**src/sv/bcp_pkg.sv**
```systemverilog
// Shared types and constants of the breath cycle profile calculator.
package bcp_pkg;

	// Shared divider sizes
	localparam int DIV_NUM_W = 32;
	localparam int DIV_DEN_W = 16;
	localparam int DIV_CNT_W = $clog2(DIV_NUM_W + 1);

	// Configuration register indexes
	localparam logic [2:0] REG_BPM   = 3'd0;
	localparam logic [2:0] REG_IE    = 3'd1;
	localparam logic [2:0] REG_TIDAL = 3'd2;
	localparam logic [2:0] REG_HOME  = 3'd3;
	localparam logic [2:0] REG_MAX   = 3'd4;

	// Configuration reset values
	localparam logic [5:0]  BPM_RST   = 6'd15;
	localparam logic [2:0]  IE_RST    = 3'd1;
	localparam logic [7:0]  TIDAL_RST = 8'd50;
	localparam logic [23:0] HOME_RST  = 24'd0;
	localparam logic [23:0] MAX_RST   = 24'd0;

	// Fixed arithmetic constants
	localparam logic [31:0] MS_PER_MIN  = 32'd60000;
	localparam logic [13:0] UL_PER_UNIT = 14'd10000;  // microlitres per 10 ml
	localparam logic [15:0] UL_PER_STEP = 16'd2000;   // two ml of error per step
	localparam logic [3:0]  STEPS_UNIT  = 4'd10;      // steps per 10 ml unit
	localparam logic [9:0]  MS_PER_SEC  = 10'd1000;
	localparam int          PLAT_STEPS  = 5;

	// Sequencer states
	typedef enum logic [3:0] {
		ST_IDLE,
		ST_CYC,
		ST_INSP,
		ST_CORR,
		ST_STEPS,
		ST_SCALE,
		ST_IMUL,
		ST_IFREQ,
		ST_PFREQ,
		ST_EMUL,
		ST_EFREQ,
		ST_OUT
	} state_t;

	// Divider request and response
	typedef struct packed {
		logic                 start;
		logic [DIV_NUM_W-1:0] num;
		logic [DIV_DEN_W-1:0] den;
	} div_req_t;

	typedef struct packed {
		logic                 busy;
		logic                 done;
		logic [DIV_NUM_W-1:0] quo;
	} div_rsp_t;

endpackage

```
**src/sv/bcp_div.sv**
```systemverilog
// Bit-serial restoring divider, one quotient bit per cycle, zero divisor gives zero.
module bcp_div (
	input  logic                clk,
	input  logic                arst_n,
	input  bcp_pkg::div_req_t   req,
	output bcp_pkg::div_rsp_t   rsp
);

	logic                          busy_q;
	logic                          done_q;
	logic [bcp_pkg::DIV_CNT_W-1:0] cnt_q;
	logic [bcp_pkg::DIV_DEN_W-1:0] rem_q;
	logic [bcp_pkg::DIV_DEN_W-1:0] den_q;
	logic [bcp_pkg::DIV_NUM_W-1:0] quo_q;

	logic [bcp_pkg::DIV_DEN_W:0]   trial_c;
	logic [bcp_pkg::DIV_DEN_W:0]   diff_c;
	logic                          ge_c;

	// Trial subtract of the divisor from the shifted partial remainder
	always_comb begin
		trial_c = {rem_q, quo_q[bcp_pkg::DIV_NUM_W-1]};
		diff_c  = trial_c - {1'b0, den_q};
		ge_c    = (trial_c >= {1'b0, den_q});
	end

	// Control: busy while the quotient bits are formed, done pulses after the last
	always_ff @(posedge clk or negedge arst_n) begin
		if (!arst_n) begin
			busy_q <= 1'b0;
			done_q <= 1'b0;
			cnt_q  <= '0;
		end else begin
			done_q <= busy_q && (cnt_q == bcp_pkg::DIV_CNT_W'(1));
			if (req.start && !busy_q) begin
				busy_q <= 1'b1;
				cnt_q  <= bcp_pkg::DIV_CNT_W'(bcp_pkg::DIV_NUM_W);
			end else if (busy_q) begin
				cnt_q <= cnt_q - bcp_pkg::DIV_CNT_W'(1);
				if (cnt_q == bcp_pkg::DIV_CNT_W'(1)) begin
					busy_q <= 1'b0;
				end
			end
		end
	end

	// Shift register: numerator bits leave at the top, quotient bits enter below
	always_ff @(posedge clk) begin
		if (req.start && !busy_q) begin
			quo_q <= req.num;
			den_q <= req.den;
			rem_q <= '0;
		end else if (busy_q) begin
			quo_q <= {quo_q[bcp_pkg::DIV_NUM_W-2:0], ge_c};
			rem_q <= ge_c ? diff_c[bcp_pkg::DIV_DEN_W-1:0] : trial_c[bcp_pkg::DIV_DEN_W-1:0];
		end
	end

	assign rsp.busy = busy_q;
	assign rsp.done = done_q;
	assign rsp.quo  = (den_q == '0) ? '0 : quo_q;

endmodule

```
**src/sv/breath_cycle_profile_calc.sv**
```systemverilog
// Words are handled one at a time: a new word is taken only in the idle state, after
// the previous result is loaded. The shared bit-serial divider performs up to six
// divisions per word; the correction division is skipped when the measured volume is zero.
// A finished result waits in the output register while the next word is taken.
// Reset (arst_n low, asynchronous) restores the register defaults and clears the kept count.
module breath_cycle_profile_calc #(
	parameter int MICROSTEPS  = 16,
	parameter int EXP_TIME_MS = 750
) (
	input  logic         clk,
	input  logic         arst_n,
	// configuration write port
	input  logic         cfg_we,
	input  logic [2:0]   cfg_index,
	input  logic [23:0]  cfg_wdata,
	// input stream
	input  logic         s_tvalid,
	output logic         s_tready,
	input  logic [23:0]  s_tdata,   // [23:0] measured_volume
	// result stream
	output logic         m_tvalid,
	input  logic         m_tready,
	// [15:0] cycle_ms, [31:16] insp_ms, [55:32] step_count, [87:56] ramp_pulses,
	// [119:88] hold_pulses, [151:120] total_pulses, [183:152] insp_freq,
	// [215:184] plateau_freq, [247:216] exp_freq, [248] steps_clamped, rest zero
	output logic [255:0] m_tdata
);

	localparam int          MS_W      = $clog2(MICROSTEPS + 1);
	localparam logic [MS_W-1:0] MS_C  = MS_W'(MICROSTEPS);
	localparam logic [31:0] PLAT_C    = 32'(MICROSTEPS * bcp_pkg::PLAT_STEPS);
	localparam logic [31:0] PFNUM_C   = 32'(MICROSTEPS * bcp_pkg::PLAT_STEPS * 1000);
	localparam logic [15:0] EXP_DEN_C = 16'(EXP_TIME_MS);

	// Configuration registers
	logic [5:0]  bpm_q;
	logic [2:0]  ie_q;
	logic [7:0]  tidal_q;
	logic [23:0] home_q;
	logic [23:0] max_q;

	always_ff @(posedge clk or negedge arst_n) begin
		if (!arst_n) begin
			bpm_q   <= bcp_pkg::BPM_RST;
			ie_q    <= bcp_pkg::IE_RST;
			tidal_q <= bcp_pkg::TIDAL_RST;
			home_q  <= bcp_pkg::HOME_RST;
			max_q   <= bcp_pkg::MAX_RST;
		end else if (cfg_we) begin
			case (cfg_index)
				bcp_pkg::REG_BPM:   bpm_q   <= cfg_wdata[5:0];
				bcp_pkg::REG_IE:    ie_q    <= cfg_wdata[2:0];
				bcp_pkg::REG_TIDAL: tidal_q <= cfg_wdata[7:0];
				bcp_pkg::REG_HOME:  home_q  <= cfg_wdata;
				bcp_pkg::REG_MAX:   max_q   <= cfg_wdata;
				default: ;
			endcase
		end
	end

	bcp_pkg::state_t   state_q, state_d;
	bcp_pkg::div_req_t div_req;
	bcp_pkg::div_rsp_t div_rsp;
	logic              started_q;

	// Working registers
	logic        meas_zero_q;
	logic        err_neg_q;
	logic [24:0] err_mag_q;
	logic [15:0] cycle_q;
	logic [15:0] insp_q;
	logic [31:0] corr_q;
	logic [31:0] last_q;
	logic        clamped_q;
	logic [31:0] total_q;
	logic [31:0] prod_q;
	logic [31:0] ifreq_q;
	logic [31:0] pfreq_q;
	logic [31:0] efreq_q;

	// Output register
	logic        out_valid_q;
	logic [15:0] o_cycle_q;
	logic [15:0] o_insp_q;
	logic [23:0] o_steps_q;
	logic [31:0] o_inspp_q;
	logic [31:0] o_total_q;
	logic [31:0] o_ifreq_q;
	logic [31:0] o_pfreq_q;
	logic [31:0] o_efreq_q;
	logic        o_clamped_q;

	logic        accept_c;
	logic        out_load_c;
	logic        div_state_c;
	logic [21:0] tv_scaled_c;
	logic [25:0] err_c;
	logic [25:0] err_abs_c;
	logic [31:0] span_c;
	logic [31:0] steps_c;
	logic [31:0] inspp_c;
	logic [15:0] tplat_c;
	logic [15:0] tinsp_c;
	logic [5:0]  bpm_c;

	// Volume error against target, magnitude and sign, formed at accept
	always_comb begin
		tv_scaled_c = 22'(tidal_q) * 22'(bcp_pkg::UL_PER_UNIT);
		err_c       = {4'b0, tv_scaled_c} - {{2{s_tdata[23]}}, s_tdata};
		err_abs_c   = err_c[25] ? (26'd0 - err_c) : err_c;
	end

	// Span, step count before the span clamp, ramp pulses, phase times
	always_comb begin
		span_c  = {8'b0, max_q} - {8'b0, home_q};
		steps_c = meas_zero_q ? {20'b0, 12'(tidal_q * bcp_pkg::STEPS_UNIT)} : last_q + corr_q;
		inspp_c = total_q - PLAT_C;
		tplat_c = {2'b0, insp_q[15:2]};
		tinsp_c = insp_q - tplat_c;
		bpm_c   = (bpm_q == 6'd0) ? 6'd1 : bpm_q;
	end

	// Next state
	always_comb begin
		state_d = state_q;
		case (state_q)
			bcp_pkg::ST_IDLE:  if (s_tvalid) state_d = bcp_pkg::ST_CYC;
			bcp_pkg::ST_CYC:   if (div_rsp.done) state_d = bcp_pkg::ST_INSP;
			bcp_pkg::ST_INSP:  if (div_rsp.done) state_d = bcp_pkg::ST_CORR;
			bcp_pkg::ST_CORR:  if (meas_zero_q || div_rsp.done) state_d = bcp_pkg::ST_STEPS;
			bcp_pkg::ST_STEPS: state_d = bcp_pkg::ST_SCALE;
			bcp_pkg::ST_SCALE: state_d = bcp_pkg::ST_IMUL;
			bcp_pkg::ST_IMUL:  state_d = bcp_pkg::ST_IFREQ;
			bcp_pkg::ST_IFREQ: if (div_rsp.done) state_d = bcp_pkg::ST_PFREQ;
			bcp_pkg::ST_PFREQ: if (div_rsp.done) state_d = bcp_pkg::ST_EMUL;
			bcp_pkg::ST_EMUL:  state_d = bcp_pkg::ST_EFREQ;
			bcp_pkg::ST_EFREQ: if (div_rsp.done) state_d = bcp_pkg::ST_OUT;
			bcp_pkg::ST_OUT:   if (!out_valid_q || m_tready) state_d = bcp_pkg::ST_IDLE;
			default:           state_d = bcp_pkg::ST_IDLE;
		endcase
	end

	// Outputs of the sequencer: handshake and divider operand select
	always_comb begin
		s_tready    = 1'b0;
		div_state_c = 1'b0;
		div_req.num = '0;
		div_req.den = '0;
		case (state_q)
			bcp_pkg::ST_IDLE: s_tready = 1'b1;
			bcp_pkg::ST_CYC: begin
				div_state_c = 1'b1;
				div_req.num = bcp_pkg::MS_PER_MIN;
				div_req.den = {10'b0, bpm_c};
			end
			bcp_pkg::ST_INSP: begin
				div_state_c = 1'b1;
				div_req.num = {16'b0, cycle_q};
				div_req.den = {12'b0, {1'b0, ie_q} + 4'd1};
			end
			bcp_pkg::ST_CORR: begin
				div_state_c = !meas_zero_q;
				div_req.num = {7'b0, err_mag_q};
				div_req.den = bcp_pkg::UL_PER_STEP;
			end
			bcp_pkg::ST_IFREQ: begin
				div_state_c = 1'b1;
				div_req.num = prod_q;
				div_req.den = tinsp_c;
			end
			bcp_pkg::ST_PFREQ: begin
				div_state_c = 1'b1;
				div_req.num = PFNUM_C;
				div_req.den = tplat_c;
			end
			bcp_pkg::ST_EFREQ: begin
				div_state_c = 1'b1;
				div_req.num = prod_q;
				div_req.den = EXP_DEN_C;
			end
			default: ;
		endcase
		div_req.start = div_state_c && !started_q;
	end

	assign accept_c   = s_tvalid && s_tready;
	assign out_load_c = (state_q == bcp_pkg::ST_OUT) && (!out_valid_q || m_tready);

	bcp_div u_div (
		.clk    (clk),
		.arst_n (arst_n),
		.req    (div_req),
		.rsp    (div_rsp)
	);

	// Control registers
	always_ff @(posedge clk or negedge arst_n) begin
		if (!arst_n) begin
			state_q     <= bcp_pkg::ST_IDLE;
			started_q   <= 1'b0;
			last_q      <= '0;
			out_valid_q <= 1'b0;
		end else begin
			state_q <= state_d;
			if (div_rsp.done) begin
				started_q <= 1'b0;
			end else if (div_req.start) begin
				started_q <= 1'b1;
			end
			if (state_q == bcp_pkg::ST_STEPS) begin
				last_q <= (steps_c > span_c) ? span_c : steps_c;
			end
			if (out_load_c) begin
				out_valid_q <= 1'b1;
			end else if (m_tready) begin
				out_valid_q <= 1'b0;
			end
		end
	end

	// Datapath capture
	always_ff @(posedge clk) begin
		if (accept_c) begin
			meas_zero_q <= (s_tdata == 24'd0);
			err_neg_q   <= err_c[25];
			err_mag_q   <= err_abs_c[24:0];
		end
		if (div_rsp.done) begin
			case (state_q)
				bcp_pkg::ST_CYC:   cycle_q <= div_rsp.quo[15:0];
				bcp_pkg::ST_INSP:  insp_q  <= div_rsp.quo[15:0];
				bcp_pkg::ST_CORR:  corr_q  <= err_neg_q ? (32'd0 - div_rsp.quo) : div_rsp.quo;
				bcp_pkg::ST_IFREQ: ifreq_q <= div_rsp.quo;
				bcp_pkg::ST_PFREQ: pfreq_q <= div_rsp.quo;
				bcp_pkg::ST_EFREQ: efreq_q <= div_rsp.quo;
				default: ;
			endcase
		end
		if (state_q == bcp_pkg::ST_STEPS) begin
			clamped_q <= (steps_c > span_c);
		end
		if (state_q == bcp_pkg::ST_SCALE) begin
			total_q <= 32'(last_q * MS_C);
		end
		if (state_q == bcp_pkg::ST_IMUL) begin
			prod_q <= 32'(inspp_c * bcp_pkg::MS_PER_SEC);
		end
		if (state_q == bcp_pkg::ST_EMUL) begin
			prod_q <= 32'(total_q * bcp_pkg::MS_PER_SEC);
		end
		if (out_load_c) begin
			o_cycle_q   <= cycle_q;
			o_insp_q    <= insp_q;
			o_steps_q   <= last_q[23:0];
			o_inspp_q   <= inspp_c;
			o_total_q   <= total_q;
			o_ifreq_q   <= ifreq_q;
			o_pfreq_q   <= pfreq_q;
			o_efreq_q   <= efreq_q;
			o_clamped_q <= clamped_q;
		end
	end

	assign m_tvalid = out_valid_q;
	assign m_tdata  = {7'b0, o_clamped_q, o_efreq_q, o_pfreq_q, o_ifreq_q, o_total_q,
		PLAT_C, o_inspp_q, o_steps_q, o_insp_q, o_cycle_q};

`ifndef SYNTH
	// A division is launched only into an idle divider
	a_start_idle: assert property (@(posedge clk) disable iff (!arst_n)
		div_req.start |-> !div_rsp.busy)
		else $error("divider started while busy");

	// A finished division always belongs to a launched one
	a_done_owned: assert property (@(posedge clk) disable iff (!arst_n)
		div_rsp.done |-> started_q)
		else $error("divider done without a pending launch");

	// An accepted word starts the cycle time division
	a_accept_seq: assert property (@(posedge clk) disable iff (!arst_n)
		accept_c |=> (state_q == bcp_pkg::ST_CYC) && div_req.start)
		else $error("accepted word did not start the sequence");

	// A clamped count equals the position span
	a_clamp_span: assert property (@(posedge clk) disable iff (!arst_n)
		(state_q == bcp_pkg::ST_SCALE) && clamped_q |-> (last_q == span_c))
		else $error("clamped step count differs from span");
`endif

endmodule
```
**config.mk**
```make
export PLATFORM = sky130hd
export DESIGN_NAME = breath_cycle_profile_calc
export DESIGN_NICKNAME = d
export VERILOG_FILES = /design/src/sv/bcp_pkg.sv /design/src/sv/bcp_div.sv /design/src/sv/breath_cycle_profile_calc.sv
export SDC_FILE = /design/constraint.sdc
export NUM_CORES = 1
export LEC_CHECK = 0
export BUFFER_PORTS_ARGS = -buffer_cell sky130_fd_sc_hd__buf_2
export CELL_PAD_IN_SITES_DETAIL_PLACEMENT = 0
export CELL_PAD_IN_SITES_GLOBAL_PLACEMENT = 1
export CORE_ASPECT_RATIO = 0.75
export CORE_MARGIN = 2
export CORE_UTILIZATION = 28
export CTS_CLUSTER_SIZE = 16
export DETAILED_ROUTE_END_ITERATION = 10
export GPL_TIMING_DRIVEN = 0
export PLACE_DENSITY = 0.55
export SYNTH_ARGS = -nofsm -noshare
export SYNTH_HDL_FRONTEND = slang
export SYNTH_HIERARCHICAL = 1
export SYNTH_SLANG_ARGS = --single-unit
```
**constraint.sdc**
```tcl
create_clock -name clk -period 15 [get_ports clk]
set_input_delay 0.75 -clock clk [delete_from_list [all_inputs] [get_ports clk]]
set_output_delay 0.75 -clock clk [all_outputs]
set_load 0.01 [all_outputs]
```
; Word level (Yosys, flattened, before mapping)
; Cells that the tools add are included.
[totals]
reg_bits = 633
input_bits = 56
wordCells = 142
[op_classes]
add_sub_neg = 10
multipliers = 4
n_lt_le_gt_ge = 2
n_eq_ne = 24
muxes = 32
reduce_logical = 33
[op_table]
columns = operator, n
row1 = $pmux 48 s6, 1
row2 = $mux 32, 8
row3 = $pmux 4 s12, 1
row4 = $add 32x32->32, 1
row5 = $gt 32x32->1, 1
row6 = $mul 32x7->29 const B, 1
row7 = $mux 4, 8
row8 = $sub 1x32->32 const A, 1
row9 = $sub 32x7->32 const B, 1
row10 = $mul 28x7->25 const B, 1
row11 = $mux 25, 1
row12 = $sub 1x25->25 const A, 1
row13 = $sub 23x24->25, 1
row14 = $sub 24x24->25, 1
row15 = $logic_not 24->1, 1
row16 = $reduce_and 2->1, 11
row17 = $mul 8x10->18 const B, 1
row18 = $mux 6, 3
row19 = $ge 17x16->1, 1
row20 = $eq 4x3->1 const B, 4
row21 = $eq 4x4->1 const B, 4
row22 = $logic_not 16->1, 1
row23 = $mux 16, 1
row24 = $sub 16x14->16, 1
row25 = 23 further kinds, 49

; Logic depth before layout (Yosys ltp)
[logic_depth]
depth_word = 6
mapped_depth = 27
mapped_depth_nobuf = 27

; By module
; The synthesis kept the hierarchy.
[by_module_without_submodules]
columns = module, n_inst, cells_each, area_each_um2, seq_area_each_um2
row1 = breath_cycle_profile_calc, 1, 2926, 34341.7, 16100.4
row2 = bcp_div, 1, 381, 4042.6, 1961.9

; Least setup slack after synthesis
; OpenSTA, ideal clock, no wires.
[synth_path]
path_kind = in2reg
start = input m_tready
end = register o_clamped_q (enable)
arrival_time_ns = 14.862
required_time_ns = 13.966
slack_ns = -0.897
stages = 2
path_buffers = 0
path_cell_list = nor2b_1 nor3_1
[synth_via]
elab_chain_cells = 2
[synth_lines]
columns = element, line_no
row1 = from (decl), breath_cycle_profile_calc.sv:22  ; input logic m_tready,
row2 = $logic_or 1x1->1, breath_cycle_profile_calc.sv:187  ; assign out_load_c = (state_q == bcp_pkg::ST_OUT) && (!out_valid_q || m_tready);
row3 = $logic_and 1x1->1, breath_cycle_profile_calc.sv:187
row4 = named net out_load_c, breath_cycle_profile_calc.sv:94  ; logic out_load_c;
row5 = to (signal assigned), breath_cycle_profile_calc.sv:260  ; o_clamped_q <= clamped_q;
row6 = to (decl), breath_cycle_profile_calc.sv:91  ; logic o_clamped_q;
; The timed path passes the listed nets, and every way through them passes these cells.
; A chain may end at the register's enable or synchronous reset.

; Worst setup path in the final report
[layout_path]
start = register total_q[4]
end = register prod_q[31] (data pin)
[layout_via]
elab_chain_cells = 4
word_cells_on_any_way = 5
classes_between = 1 x add/sub / 2 x mul / 2 x mux
[layout_lines]
columns = element, line_no
row1 = from (decl), breath_cycle_profile_calc.sv:75  ; logic [31:0] total_q;
row2 = from (signal assigned), breath_cycle_profile_calc.sv:243  ; total_q <= 32'(last_q * MS_C);
row3 = $sub 32x7->32, breath_cycle_profile_calc.sv:117  ; inspp_c = total_q - PLAT_C;
row4 = named net inspp_c[4], breath_cycle_profile_calc.sv:101  ; logic [31:0] inspp_c;
row5 = $mul 32x7->29, breath_cycle_profile_calc.sv:246  ; prod_q <= 32'(inspp_c * bcp_pkg::MS_PER_SEC);
row6 = $mux 32, breath_cycle_profile_calc.sv:245  ; if (state_q == bcp_pkg::ST_IMUL) begin
row7 = $mux 32, breath_cycle_profile_calc.sv:248  ; if (state_q == bcp_pkg::ST_EMUL) begin
row8 = to (signal assigned), breath_cycle_profile_calc.sv:246
row9 = to (signal assigned), breath_cycle_profile_calc.sv:249  ; prod_q <= 32'(total_q * bcp_pkg::MS_PER_SEC);
row10 = to (decl), breath_cycle_profile_calc.sv:76  ; logic [31:0] prod_q;
; The timed path passes the listed nets, and every way through them passes these cells. The select of a mux whose other input is x is not followed.

==> results.tsv <==
metric	value	unit
rsz0062_at_grt	false	
fill_cells	13800	
arrival	8.52	ns
cts_max_level	3	
wl_met1	60300	microns
cp_num_buf_inv	6	
ys_warn_count	6	
endpoint_kind	flip-flop	
path_common_cell	inv_1	
fmax	0.124	GHz
via_per_inst	4.66	
ioPinCount	314	
max_stage_delay	0.65	ns
fp.dieH	325	microns
drive_gt1_share	16.0	%
synth_cells	3306	
dp_hpwl	95400	microns
grt_start_max_net_pins	76	
wl_met2	52400	microns
avgSynthCellArea	11.6	sq um
worst_pin_slew	1.31	ns
first_pass_iters	5	
fp.dieW	431	microns
fin_nets	4252	
overflow	0	
hold_class	in2reg	
syn_to_final_growth	17.3	%
slew_headroom	12.0	%
clkTransAtPathRegs	0.06	ns
highest_layer	met5	
setup_viol	0	
wl_met3	5580	microns
grt_pass1_wl	178000	microns
ctsLongestPathBuffers	3	
wl_per_cell	21.7	microns
crit_fanout	10	
status	complete, no violations	
drcViolationCount	0	
cap_violations	0	
post-route-period-util	53.9	%
grt_pass1_vias	25800	
insertion_delay	0.69	ns
skew	0.0419	ns
drtIter0Drc	1841	
cts_root_buffer	clkbuf_16	
crit_path_top_delay_cell	xnor2_1	
fin_tns_setup	0	ns
worstPathRequired	15.43	ns
criticalPathCategory	reg2reg	
drt_wl_total	121000	microns
gp_congestion	0.848	
ant_nets	0	
cts_tree	done	
core_area	0.136	sq mm
antenna_found_initial	13	
rows	117	
grt_usage	17.1	%
finalHoldViolCount	0	
syn_area	0.0384	sq mm
cts_sinks	625	
portBuffers	264	
slew_violations	0	
die-area	0.140	sq mm
vias	25900	
fin_crit	8.09	ns
initial_utilization	28.2	%
path_delay_family	adder cells	
startpoint_type	flip-flop	
cts_buffers	73	
post_cts_buffers	0	
-- sequential cells by signal (all words and copies together) (netlist names), 24 cells and up --
| signal | flops |
|---|---|
| u_div/quo_q | 32 |
| prod_q | 25 |
| err_mag_q | 25 |
| o_steps_q | 24 |
| total_q | 28 |
| efreq_q | 32 |
| corr_q | 32 |
| o_total_q | 28 |
| o_efreq_q | 32 |
| o_ifreq_q | 32 |
| last_q | 32 |
| o_pfreq_q | 32 |
| pfreq_q | 32 |
| o_inspp_q | 28 |
| ifreq_q | 32 |
| home_q | 24 |
| max_q | 24 |
-- placed cells by master, fill, tap and decap left out, types with 70 or more instances in the layout --
| cell | instances |
|---|---|
| xnor2_1 | 138 |
| nand2_1 | 235 |
| clkbuf_1 | 70 |
| o21ai_0 | 162 |
| a21oi_1 | 153 |
| fa_1 | 166 |
| buf_2 | 269 |
| clkbuf_16 | 75 |
| mux2_2 | 96 |
| edfxtp_1 | 498 |
| xor2_1 | 88 |
| dfrtp_1 | 103 |
| nor2_1 | 165 |
| ha_1 | 318 |
| inv_1 | 334 |
-- worst paths after layout --
path | start | to | slack [ns] | cells after the start
setup reg to reg | total_q[4]$_DFFE_PP_ | prod_q[31]$_DFFE_PP_ | 6.91 | 27
setup / recovery | total_q[4]$_DFFE_PP_ | prod_q[31]$_DFFE_PP_ | 6.91 | 27
hold reg to reg | pfreq_q[25]$_DFFE_PP_ | o_pfreq_q[25]$_DFFE_PP_ | 0.41 | 0
max in group asynchronous | arst_n | ie_q[0]$_DFFE_PN1P_ | 13.64 | 3
hold / removal | cfg_wdata[20] | home_q[20]$_DFFE_PN0P_ | 0.33 | 2
min in group asynchronous | arst_n | home_q[1]$_DFFE_PN0P_ | 0.56 | 2
-- per-stage QoR --
stage          utilization (%)  cell area, sq um  setup slack, ns  std cells  hold WS (ns)
6_report                  33.1             45000             6.91       5561         0.329
3_3_place_gp              31.0             42100            0.154       5401         0.400
4_1_cts                   33.1             45000             6.99       5556         0.266
3_5_place_dp              31.3             42500             7.01       5420         0.405
2_1_floorplan                -             38600             5.56       3352         0.400
5_1_grt                   33.1             45000             6.35       5557         0.284
-- final cells by class --
type	count	area, sq um	share of cell area [%]
tap	1785	2230	4.96
clock inverter	45	482	1.07
multi-input combinational	2270	18600	41.3
sequential	625	18100	40.1
timing repair buffer	285	1750	3.88
inverter	335	1260	2.79
antenna	4	10.0	0.0222
buffer	122	674	1.50
clock buffer	90	1950	4.34
-- routing by layer --
| layer | up-vias | global-route usage [%] |
|---|---|---|
| met1 | 12700 | 25.7 |
| met4 | 8 | 3.46 |
| met3 | 118 | 3.13 |
| met2 | 523 | 25.6 |
| li1 | 12500 | - |
| met5 | - | 0 |
-- timing repair --
action,CTS,global route
hold buffers,1,0
gates resized for setup,0,0
endpoints found under the hold margin,32,0
Power is left out: the tool's default activity adds up to more than one toggle a clock period on the data nets, which glitch-free logic cannot reach.
